<file path="config.mk">
export PLATFORM = sky130hd
export DESIGN_NAME = xml_lite_tokenizer
export DESIGN_NICKNAME = d
export VERILOG_FILES = /design/src/design/xlt_pkg.sv /design/src/design/xml_lite_tokenizer.sv
export SDC_FILE = /design/constraint.sdc
export NUM_CORES = 1
export LEC_CHECK = 0
export BUFFER_PORTS_ARGS = -buffer_cell sky130_fd_sc_hd__buf_2
export CAP_MARGIN = 5
export CORE_MARGIN = 4
export CORE_UTILIZATION = 27
export CTS_CLUSTER_SIZE = 20
export DETAILED_ROUTE_END_ITERATION = 8
export HOLD_SLACK_MARGIN = 0.03
export SETUP_SLACK_MARGIN = 0.2
export SYNTH_ARGS = -nofsm -noshare
export SYNTH_HDL_FRONTEND = slang
export SYNTH_SLANG_ARGS = --single-unit
</file>
<file path="constraint.sdc">
create_clock -name clk -period 2.55 [get_ports clk]
set_clock_uncertainty 0.05 [all_clocks]
set_input_delay 0.3825 -clock clk [delete_from_list [all_inputs] [get_ports clk]]
set_output_delay 0.3825 -clock clk [all_outputs]
set_load 0.005 [all_outputs]
</file>
<file path="src/design/xlt_pkg.sv">
`timescale 1ns / 1ps
// ----------------------------------------------------------------------------
// xlt_pkg
// Shared types and character, event and kind codes for the XML-lite tokenizer.
// ----------------------------------------------------------------------------
package xlt_pkg;

    typedef logic [7:0] char_t;
    typedef logic [1:0] event_t;
    typedef logic [1:0] kind_t;

    localparam char_t CH_LT    = 8'h3C;  // '<'
    localparam char_t CH_SLASH = 8'h2F;  // '/'
    localparam char_t CH_GT    = 8'h3E;  // '>'
    localparam char_t CH_EQ    = 8'h3D;  // '='
    localparam char_t CH_QUOTE = 8'h22;  // '"'
    localparam char_t CH_QMARK = 8'h3F;  // '?'
    localparam char_t CH_SPACE = 8'h20;
    localparam char_t CH_TAB   = 8'h09;
    localparam char_t CH_CR    = 8'h0D;

    localparam event_t EV_APPEND  = 2'd0;
    localparam event_t EV_END     = 2'd1;
    localparam event_t EV_DISCARD = 2'd2;

    localparam kind_t KIND_TEXT = 2'd0;
    localparam kind_t KIND_ELEM = 2'd1;
    localparam kind_t KIND_ATTR = 2'd2;
    localparam kind_t KIND_VAL  = 2'd3;

    function automatic logic is_ws(input char_t c);
        return (c == CH_SPACE) || ((c >= CH_TAB) && (c <= CH_CR));
    endfunction

endpackage

</file>
<file path="src/design/xml_lite_tokenizer.sv">
`timescale 1ns / 1ps
// ----------------------------------------------------------------------------
// xml_lite_tokenizer
// Byte-serial lexer for a simplified XML stream with a registered result.
// ----------------------------------------------------------------------------
// One byte is taken per cycle and each byte yields at most one result: a byte
// appended to the current token, a token end tagged with its kind, or a
// discard of a closing-tag name. A byte with no result (markup, whitespace
// between attributes, bytes before an opening quote) is consumed silently.
// The result is registered and appears in the cycle after the transfer, held
// in a single output register, and a new byte is taken whenever that register
// is empty or being drained in the same cycle.
// Bytes of a token still pending when input stops are never flushed.
// ----------------------------------------------------------------------------
module xml_lite_tokenizer (
    input  logic           clk,
    input  logic           rst_n,
    input  logic           in_valid,
    output logic           in_ready,
    input  xlt_pkg::char_t byte_in,
    output logic           out_valid,
    input  logic           out_ready,
    output xlt_pkg::event_t event_res,
    output xlt_pkg::kind_t token_kind,
    output xlt_pkg::char_t byte_out
);
    import xlt_pkg::*;

    typedef enum logic [2:0] {
        ST_TEXT  = 3'd0,
        ST_ELEM  = 3'd1,
        ST_ATTR  = 3'd2,
        ST_WAITQ = 3'd3,
        ST_VAL   = 3'd4
    } lex_state_t;

    lex_state_t lex_state_reg, lex_state_next;
    logic       closing_reg, closing_next;
    logic       nonempty_reg, nonempty_next;
    logic       out_valid_reg;
    event_t     event_reg, event_next;
    kind_t      kind_reg, kind_next;
    char_t      byte_reg;
    logic       has_res;
    logic       in_fire;

    assign in_ready = !out_valid_reg || out_ready;
    assign in_fire  = in_valid && in_ready;

    always_comb
    begin
        lex_state_next = lex_state_reg;
        closing_next   = closing_reg;
        nonempty_next  = nonempty_reg;
        has_res        = 1'b0;
        event_next     = EV_APPEND;
        kind_next      = KIND_TEXT;
        case (lex_state_reg)
            ST_ELEM:
            begin
                if (byte_in == CH_SLASH)
                begin
                    closing_next = 1'b1;
                end
                else if (byte_in == CH_GT)
                begin
                    lex_state_next = ST_TEXT;
                    nonempty_next  = 1'b0;
                    has_res        = 1'b1;
                    if (closing_reg)
                    begin
                        closing_next = 1'b0;
                        event_next   = EV_DISCARD;
                    end
                    else
                    begin
                        event_next = EV_END;
                        kind_next  = KIND_ELEM;
                    end
                end
                else if (is_ws(byte_in))
                begin
                    lex_state_next = ST_ATTR;
                    nonempty_next  = 1'b0;
                    has_res        = 1'b1;
                    event_next     = EV_END;
                    kind_next      = KIND_ELEM;
                end
                else
                begin
                    nonempty_next = 1'b1;
                    has_res       = 1'b1;
                end
            end
            ST_ATTR:
            begin
                if (is_ws(byte_in))
                begin
                    has_res = 1'b0;
                end
                else if (byte_in == CH_SLASH || byte_in == CH_QMARK)
                begin
                    closing_next = 1'b1;
                end
                else if (byte_in == CH_GT)
                begin
                    // pending attribute bytes carry over into the next text token
                    lex_state_next = ST_TEXT;
                    closing_next   = 1'b0;
                end
                else if (byte_in == CH_EQ)
                begin
                    lex_state_next = ST_WAITQ;
                    nonempty_next  = 1'b0;
                    has_res        = 1'b1;
                    event_next     = EV_END;
                    kind_next      = KIND_ATTR;
                end
                else
                begin
                    nonempty_next = 1'b1;
                    has_res       = 1'b1;
                end
            end
            ST_WAITQ:
            begin
                if (byte_in == CH_QUOTE)
                begin
                    lex_state_next = ST_VAL;
                end
            end
            ST_VAL:
            begin
                if (byte_in == CH_QUOTE)
                begin
                    lex_state_next = ST_ATTR;
                    nonempty_next  = 1'b0;
                    has_res        = 1'b1;
                    event_next     = EV_END;
                    kind_next      = KIND_VAL;
                end
                else
                begin
                    nonempty_next = 1'b1;
                    has_res       = 1'b1;
                end
            end
            default:
            begin
                lex_state_next = ST_TEXT;
                if (byte_in == CH_LT)
                begin
                    lex_state_next = ST_ELEM;
                    if (nonempty_reg)
                    begin
                        nonempty_next = 1'b0;
                        has_res       = 1'b1;
                        event_next    = EV_END;
                        kind_next     = KIND_TEXT;
                    end
                end
                else
                begin
                    nonempty_next = 1'b1;
                    has_res       = 1'b1;
                end
            end
        endcase
    end

    always_ff @(posedge clk or negedge rst_n)
    begin
        if (!rst_n)
        begin
            lex_state_reg <= ST_TEXT;
            closing_reg   <= 1'b0;
            nonempty_reg  <= 1'b0;
            out_valid_reg <= 1'b0;
            event_reg     <= EV_APPEND;
            kind_reg      <= KIND_TEXT;
            byte_reg      <= '0;
        end
        else if (in_fire)
        begin
            lex_state_reg <= lex_state_next;
            closing_reg   <= closing_next;
            nonempty_reg  <= nonempty_next;
            out_valid_reg <= has_res;
            event_reg     <= event_next;
            kind_reg      <= kind_next;
            byte_reg      <= byte_in;
        end
        else if (out_ready)
        begin
            out_valid_reg <= 1'b0;
        end
    end

    assign out_valid  = out_valid_reg;
    assign event_res  = event_reg;
    assign token_kind = kind_reg;
    assign byte_out   = byte_reg;

endmodule
</file>
==> key figures, run 1 <==
Status
  – Status: complete, no violations

STA
  – F_max: 0.480 GHz
  – Final setup TNS: 0 ns
  – Final WS setup: 0.466 ns
  – Measured slew at the worst slew-check pin: 0.601 ns
  – Unrepaired setup endpoints after global routing: false
  – Fin. max-slew vios: 0
  – Final setup violation count: 0
  – Post-route minimum period: between 2 and 2.5 ns
  – Relative max-transition margin: 0.599
  – Final period util: 0.817
  – Hold Fails Final Rpt: 0

Clock network
  – Reg clk slew, reported paths: 0.07 ns
  – CTS Hold Bufs: 1
  – Clock sink total: 18
  – Root buf cell: clkbuf_8
  – Setup Fix Bufs, Post-CTS: 0
  – Worst-skew pair later-pin latency: 0.25 ns
  – # H-tree levels: 1
  – Clock Tree Buf Depth: 2
  – CTS tree: done
  – Total CTS buffers: 3
  – Post-cts resize count: 0

Route
  – First drt pass iteration count: 4
  – DR iter-0 viols: ~120
  – Via density: 5.27
  – WL final: 3080 um
  – Via count: about 1200
  – ANT nets after route: 0
  – Routed len/inst: 13.9 um
  – DRC: 0

Power and ir drop
  – LEAKAGE: 0.000643 uW
  – PD cells: 833 mW/mm^2
  – Maximum VDD drop: around 0.23 mV
  – Clock share of power: 0.196
  – Switch share: 0.386
  – Internal power: ~740 uW
  – Logic pwr share: 0.435
  – Part of the power in registers: 0.369
  – Tot Pwr: around 1200 uW
  – Sw Pwr: between 400 and 500 uW

Yosys
  – Synth warn: 0
  – Syn Area/Cell: 8.57 um^2
  – Yosys cell types: 46
  – Yosys reg bits: 18
  – Register area share after synthesis: 0.360
  – Syn Inst Count: around 150
  – Post-Synthesis Net Count: 158
  – Area of the mapped netlist: 0.00125 mm^2

Global route
  – Initial antenna violation count: 0
  – Met3 Use GR: 0.0355
  – Total track usage: 0.110
  – Grt peak-use layer: met2
  – First-pass GRT wire length: between 5000 and 6000 um
  – GR Overflow Total: 0
  – Met1 Use GR: 0.135
  – Vias in the first global route: 1155
  – Largest net degree at the start of global routing: 19
  – Met2 Track Usage GR: 0.184

Critical path
  – Launch point of the worst reg-to-reg path: lex_state_reg[0]
  – Critical path data arrival time: 2.18 ns
  – CP Launch Type: flip-flop
  – Req. time, crit path: ~2.6 ns
  – Worst setup path startpoint: lex_state_reg[0]
  – CP Capture Type: flip-flop
  – Crit-path max FO: 10
  – WS Path Type: flip-flop to flip-flop

Placement
  – Post-DP HPWL: 2320 um
  – IO Port Bufs: 25
  – Placed inst area: 0.00139 mm^2
  – Pre-CTS WS: 0.359 ns
  – GPL Wtd Cong: 0.873

Cells and area
  – Most frequent cells in the layout: nand2_1, buf_2, dfrtp_1, nor2_1, a21oi_1
  – # diodes: 0
  – Layout cell share with drive strength beyond 1: 0.254
  – Max reg flops: 8
  – Nets@finish: 182
  – FF/Latch Area: 450 um^2
  – Final instance area: 0.00145 mm^2
  – Multi-input gate area: 722 um^2
  – Commonest non-fill, non-tap cell in the layout: nand2_1
  – Layout Area Growth over Synthesis: 15.9%
  – Fillcell total: 476

Floorplan
  – IO Pins: 26
  – Die Footprint: 0.00579 mm^2
  – Core area: 0.00441 mm^2
  – Initial Util: 0.283
  – Chip width: 76.1 um
  – Die height: 76.1 um
  – # rows: 24

Hold path
  – Worst Hold Class: primary input to flip-flop
  – Hold_sp: byte_in[5]

Run
  – Number of max-cap violations: 0
## synthesized netlist by cell type, drive strengths merged
cell / number / share of area
or2b: 1 / 0.0060
and4: 2 / 0.016
o21a: 2 / 0.013
and3: 2 / 0.011
a21oi: 9 / 0.039
or4b: 1 / 0.011
nor2: 9 / 0.027
o21ai: 8 / 0.035
nor4: 1 / 0.017
mux2: 1 / 0.012
nor2b: 2 / 0.010
nand2b: 1 / 0.0050
or3: 2 / 0.010
buf: 5 / 0.042
a311oi: 1 / 0.0070
or3b: 4 / 0.028
nand3: 7 / 0.028
o211ai: 2 / 0.012
o311a: 1 / 0.0080
and2: 3 / 0.016
nand2: 31 / 0.093
inv: 4 / 0.012
a221oi: 1 / 0.0070
a41o: 2 / 0.016
clkbuf: 3 / 0.0090
a31o: 1 / 0.0070
o31a: 2 / 0.014
or4: 1 / 0.0060
a221o: 1 / 0.0080
nor3b: 4 / 0.033
dfrtp: 18 / 0.36
o221ai: 1 / 0.012
mux2i: 2 / 0.016
nor3: 4 / 0.016
o31ai: 1 / 0.0060
nand4: 1 / 0.0050
a31oi: 4 / 0.020
nor4b: 1 / 0.0070
## through the flow
stage | util | hold WS, ns | std cells
2_1_floorplan | - | 0.0369 | 146
3_3_place_gp | 0.314 | 0.289 | 216
3_5_place_dp | 0.314 | 0.294 | 216
4_1_cts | 0.329 | 0.327 | 221
5_1_grt | 0.329 | 0.365 | 221
6_report | 0.329 | 0.328 | 221
## layout make-up
cell class / instances / area share
multi-input combinational: 116 / 0.498
sequential: 18 / 0.311
timing repair buffer: 27 / 0.0984
tap: 52 / 0.0449
clock buffer: 4 / 0.0380
inverter: 4 / 0.0104
## critical path, cell delays in order (launching register included)
cell and delay (ns):
dfrtp_1 0.47, or3b_1 0.40, a21oi_1 0.19, o221ai_2 0.15, nor4_4 0.38, mux2_4 0.33
## power groups by stage
stage,logic [uW],clock network [uW],registers (uW)
after CTS,533,240,446
after global placement,531,0,452
after detailed placement,528,0,451
after global routing,595,248,463
final,526,237,445
after floorplan,452,0,414
## metal layers
| layer | vias to the layer above | part of all wire |
|---|---|---|
| li1 | 584 | - |
| met1 | 543 | 0.44 |
| met2 | 34 | 0.48 |
| met3 | 4 | 0.067 |
| met4 | 0 | 0.0084 |
| met5 | - | 0 |
## final timing paths
kind	cells past startpoint	to	slack [ns]
min in group asynchronous	2	byte_out[7]	0.55
worst min-delay path	3	byte_out[5]	0.33
max in group asynchronous	2	event_res[0]	1.61
worst max-delay path	5	lex_state_reg[2]	0.47
worst max register to register	5	lex_state_reg[2]	0.47
worst min register to register	2	byte_out[3]	0.42
## logic make-up after synthesis
group | Yosys count | synth area share
AO/OA/AOI/OAI | 36 | 0.204
buffers and inverters | 12 | 0.0630
flip-flops | 18 | 0.360
multiplexers | 3 | 0.0280
AND/OR/NAND/NOR | 77 | 0.345
Note: power is estimated with default switching activity, not from simulation.
==> run 2, diff against run 1 <==
- clock period: 2.55 -> 1.9 ns (I/O delays scaled with it)
==> key figures, run 2 (synthesized netlist as in run 1, its figures left out) <==
Status
  – Status: finished, violations left
  – Failing checks: setup timing

STA
  – Post-route minimum period: 1.99 ns
  – Relative max-transition margin: 0.716
  – Hold_ws: 0.236 ns
  – Final setup violation count: 3
  – Final period util: 1.05
  – Fin. max-slew vios: 0
  – Unrepaired setup endpoints after global routing: true
  – F_max: 0.502 GHz
  – Measured slew at the worst slew-check pin: 0.426 ns
  – Final WS setup: -0.0905 ns
  – Hold Fails Final Rpt: 0

Global route
  – GR Overflow Total: 0
  – Total track usage: 0.119
  – Met1 Use GR: 0.144
  – First-pass GRT wire length: 5810 um
  – Met3 Use GR: 0.0272
  – Initial antenna violation count: 0
  – Grt peak-use layer: met2
  – Largest net degree at the start of global routing: 19
  – Met2 Track Usage GR: 0.205
  – Vias in the first global route: about 1300

Critical path
  – Buf+Inv Stages, Crit Path: 1
  – Launch point of the worst reg-to-reg path: lex_state_reg[0]
  – Worst setup path startpoint: lex_state_reg[0]
  – Max incr delay on CP: 0.45 ns
  – Critical path data arrival time: 2.09 ns
  – Crit-path max FO: 5
  – Req. time, crit path: 2.00 ns
  – Delay-heaviest family, CP: simple AND/OR/NAND/NOR gates
  – Crit-path cells: buf_6 > or4b_4 > o21ai_2 > a21oi_2 > nor4_4 > mux2_4
  – WS Path Type: flip-flop to flip-flop
  – Slowest CP cell: or4b_4
  – CP Launch Type: flip-flop
  – CP Capture Type: flip-flop

Cells and area
  – Final instance area: 0.00175 mm^2
  – Layout cell share with drive strength beyond 1: 0.437
  – Fillcell total: ~450
  – Max reg flops: 8
  – FF/Latch Area: 452 um^2
  – Most frequent cells in the layout: nand2_1, buf_4, buf_2, dfrtp_1, nor2_1
  – Multi-input gate area: 793 um^2
  – # diodes: 0
  – Commonest non-fill, non-tap cell in the layout: nand2_1
  – Nets@finish: about 210
  – Layout Area Growth over Synthesis: 40.2%

Route
  – WL final: 3650 um
  – Routed len/inst: 14.6 um
  – DRC: 0
  – DR iter-0 viols: 118
  – First drt pass iteration count: 4
  – Via count: 1299
  – Via density: around 5.2
  – ANT nets after route: 0

Floorplan
  – Die Footprint: 0.00579 mm^2
  – Die height: 76.1 um
  – Core area: 0.00441 mm^2
  – IO Pins: 26
  – Chip width: around 76 um
  – Initial Util: 0.283
  – # rows: 24

Run
  – Number of max-cap violations: 0

Clock network
  – Reg clk slew, reported paths: 0.07 ns
  – Root buf cell: clkbuf_8
  – Worst-skew pair later-pin latency: 0.26 ns
  – Clock Tree Buf Depth: 2
  – # H-tree levels: 1
  – CTS tree: done
  – Total CTS buffers: 3
  – Clock sink total: 18

Placement
  – Placed inst area: about 0.0016 mm^2
  – GPL Wtd Cong: 0.856
  – Post-DP HPWL: 2650 um
  – IO Port Bufs: 25

Hold path
  – Hold_sp: byte_in[5]
  – Worst Hold Class: primary input to flip-flop

Power and ir drop
  – LEAKAGE: 0.000799 uW
  – PD cells: between 1000 and 1500 mW/mm^2
  – Maximum VDD drop: 0.294 mV
==> run 2: through the flow <==
step	setup slack, ns	std cells	setup TNS, ns	total power (uW)	utilization
after floorplan	0.0167	146	0	1170	-
after global placement	-0.0801	240	-0.219	1510	0.355
after detailed placement	-0.0958	240	-0.261	1520	0.355
after CTS	-0.0863	251	-0.249	1960	0.388
after global routing	-0.171	251	-0.458	2170	0.397
final	-0.0905	251	-0.216	2030	0.397
==> run 2: layout make-up <==
type / instances / share of cell area
Multi-Input combinational cell: 116 / 0.452
Sequential cell: 18 / 0.257
Timing Repair Buffer: 57 / 0.212
Clock buffer: 4 / 0.0314
Tap cell: 52 / 0.0371
Inverter: 4 / 0.00999
==> run 2: final timing paths <==
path,to,slack (ns),cells past startpoint
worst max-delay path,lex_state_reg[2],-0.09,6
worst min-delay path,byte_out[5],0.24,3
worst max register to register,lex_state_reg[2],-0.09,6
worst min register to register,byte_out[4],0.42,2
max in group asynchronous,lex_state_reg[0],1.04,2
min in group asynchronous,byte_out[6],0.44,2
==> run 2: worst reg2reg max path, stage by stage, from the launching register on <==
cell and delay [ns]:
dfrtp_2 0.42, buf_6 0.11, or4b_4 0.45, o21ai_2 0.08, a21oi_2 0.09, nor4_4 0.35
mux2_4 0.33
==> run 2: power by group <==
group / leakage, uW / switching (uW) / internal [uW]
clock: 0.0000288 / 136 / 184
combinational: 0.000554 / 576 / 575
sequential: 0.000217 / 71.0 / 490
==> run 2: per-layer routing <==
layer,wire length (um),part of all wire
met3,198,0.054
met4,127,0.035
met5,0,0
met2,1800,0.49
met1,1520,0.42
==> run 2: repair_timing <==
action                                  CTS  global route
endpoints found under the setup margin    7             8
pin swaps                                 8             8
resized for setup                         9            10
hold endpoints to repair                 18             0
buffers inserted                          6             0
hold buffers                              1             0
cloned                                    0             0
==> run 3, diff against run 2 <==
- PLACE_DENSITY: default -> 0.55
==> key figures, run 3 (synthesized netlist as in run 1, its figures left out) <==
Cells and area
  – Nets@finish: 210
  – Max reg flops: 8
  – Layout Area Growth over Synthesis: 39.8%
  – Fillcell total: 441
  – Commonest non-fill, non-tap cell in the layout: nand2_1
  – # diodes: 0
  – Layout cell share with drive strength beyond 1: 0.447
  – Most frequent cells in the layout: nand2_1, buf_4, buf_2, dfrtp_1, nor2_1

Placement
  – IO Port Bufs: 25
  – GPL Wtd Cong: 0.889
  – Pre-CTS WS: -0.0469 ns
  – Post-DP HPWL: 2640 um

Global route
  – Met3 Use GR: 0.0118
  – First-pass GRT wire length: 5840 um
  – GR Overflow Total: 0
  – Met2 Track Usage GR: 0.170
  – Total track usage: 0.119
  – Vias in the first global route: between 1000 and 1500
  – Met1 Use GR: 0.180
  – Grt peak-use layer: met1
  – Largest net degree at the start of global routing: 19
  – Initial antenna violation count: 0

Route
  – ANT nets after route: 0
  – DR iter-0 viols: between 50 and 60
  – WL final: about 3500 um
  – Via density: 5.10
  – Via count: 1271
  – Routed len/inst: around 14 um
  – First drt pass iteration count: 4
  – DRC: 0

Power and ir drop
  – Maximum VDD drop: 0.398 mV
  – PD cells: 1170 mW/mm^2
  – Tot Pwr: 2040 uW
  – LEAKAGE: between 0.0007 and 0.0008 uW

Critical path
  – Slowest CP cell: or4b_4
  – Crit-path max FO: 5
  – WS Path Type: flip-flop to flip-flop
  – Max incr delay on CP: 0.47 ns
  – CP Launch Type: flip-flop
  – Delay-heaviest family, CP: simple AND/OR/NAND/NOR gates
  – Req. time, crit path: 2.02 ns
  – Crit-path cells: or4b_4 > o21ai_2 > a21oi_2 > nor4_4 > buf_4 > mux2i_1
  – Flop2flop setup slack: 0.002 ns
  – Critical path data arrival time: 2.01 ns
  – CP Capture Type: flip-flop
  – Buf+Inv Stages, Crit Path: 1

Floorplan
  – Core area: 0.00441 mm^2
  – # rows: 24
  – Die height: 76.1 um
  – Chip width: 76.1 um
  – Initial Util: 0.283
  – IO Pins: 26
  – Die Footprint: 0.00579 mm^2

STA
  – Unrepaired setup endpoints after global routing: true
  – Final setup violation count: 0
  – Hold Fails Final Rpt: 0
  – Relative max-transition margin: 0.705
  – Final WS setup: 0.00198 ns
  – Fin. max-slew vios: 0
  – Final period util: 0.999
  – F_max: 0.527 GHz
  – Post-route minimum period: 1.90 ns
  – Measured slew at the worst slew-check pin: 0.443 ns

Clock network
  – Clock Tree Buf Depth: 2
  – Worst-skew pair later-pin latency: 0.26 ns
  – CTS tree: done
  – Root buf cell: clkbuf_8
  – Total CTS buffers: 3
  – Clock sink total: 18
  – # H-tree levels: 1
  – Reg clk slew, reported paths: 0.07 ns

Status
  – Status: complete, no violations

Hold path
  – Worst Hold Class: primary input to flip-flop

Run
  – Number of max-cap violations: 0
[run 3: changes by cell type in the layout (fill, tap and decap cells not counted), sizes merged]
cell	previous run	this run
buf	56	54
[run 3: layout make-up]
class / count / area [um^2] / share of cell area
Clock buffer: 4 / 55.1 / 0.0315
Sequential cell: 18 / 452 / 0.258
Timing Repair Buffer: 55 / 360 / 0.206
Inverter: 4 / 17.5 / 0.0100
Multi-Input combinational cell: 116 / 800 / 0.457
Tap cell: 52 / 65.1 / 0.0372
[run 3: where the power goes]
part           internal, uW  switching, uW
clock network           184            134
registers               490           68.4
logic                   595            567
total                  1270            770
[run 3: path summary, 6_finish.rpt]
| check | start | end | depth (start not counted) |
|---|---|---|---|
| max | lex_state_reg[0] | lex_state_reg[0] | 6 |
| min | byte_in[7] | byte_out[7] | 3 |
| max reg2reg | lex_state_reg[0] | lex_state_reg[0] | 6 |
| min reg2reg | byte_out[6] | byte_out[6] | 2 |
| max in group asynchronous | rst_n | lex_state_reg[0] | 2 |
| min in group asynchronous | rst_n | byte_out[0] | 2 |
[run 3: metrics by stage]
| stage | util | hold slack [ns] | cell area [um^2] | instances | setup TNS (ns) |
|---|---|---|---|---|---|
| 2_1_floorplan | - | -0.0606 | 1250 | 146 | 0 |
| 3_3_place_gp | 0.355 | 0.193 | 1570 | 240 | -0.190 |
| 3_5_place_dp | 0.355 | 0.209 | 1570 | 240 | -0.124 |
| 4_1_cts | 0.377 | 0.224 | 1670 | 246 | -0.0169 |
| 5_1_grt | 0.396 | 0.232 | 1750 | 249 | -0.131 |
| 6_report | 0.396 | 0.236 | 1750 | 249 | 0 |
[run 3: what timing repair did]
action	4_1_cts	5_1_grt
endpoints found under the hold margin	18	0
gates cloned	0	0
setup buffers	1	3
pin swaps	0	7
endpoints found under the setup margin	7	8
resized for setup	7	14
hold buffers	1	0
[run 3: tightest hold or removal path: cells and delay by family]
kind                   cells  cell delay, ns
and+or+nand+nor            2            0.10
buffers and inverters      1            0.13
[run 3: per-layer routing]
layer,vias to the layer above,share of wire
li1,641,-
met3,5,0.049
met4,0,0.013
met2,42,0.43
met5,-,0
met1,583,0.51
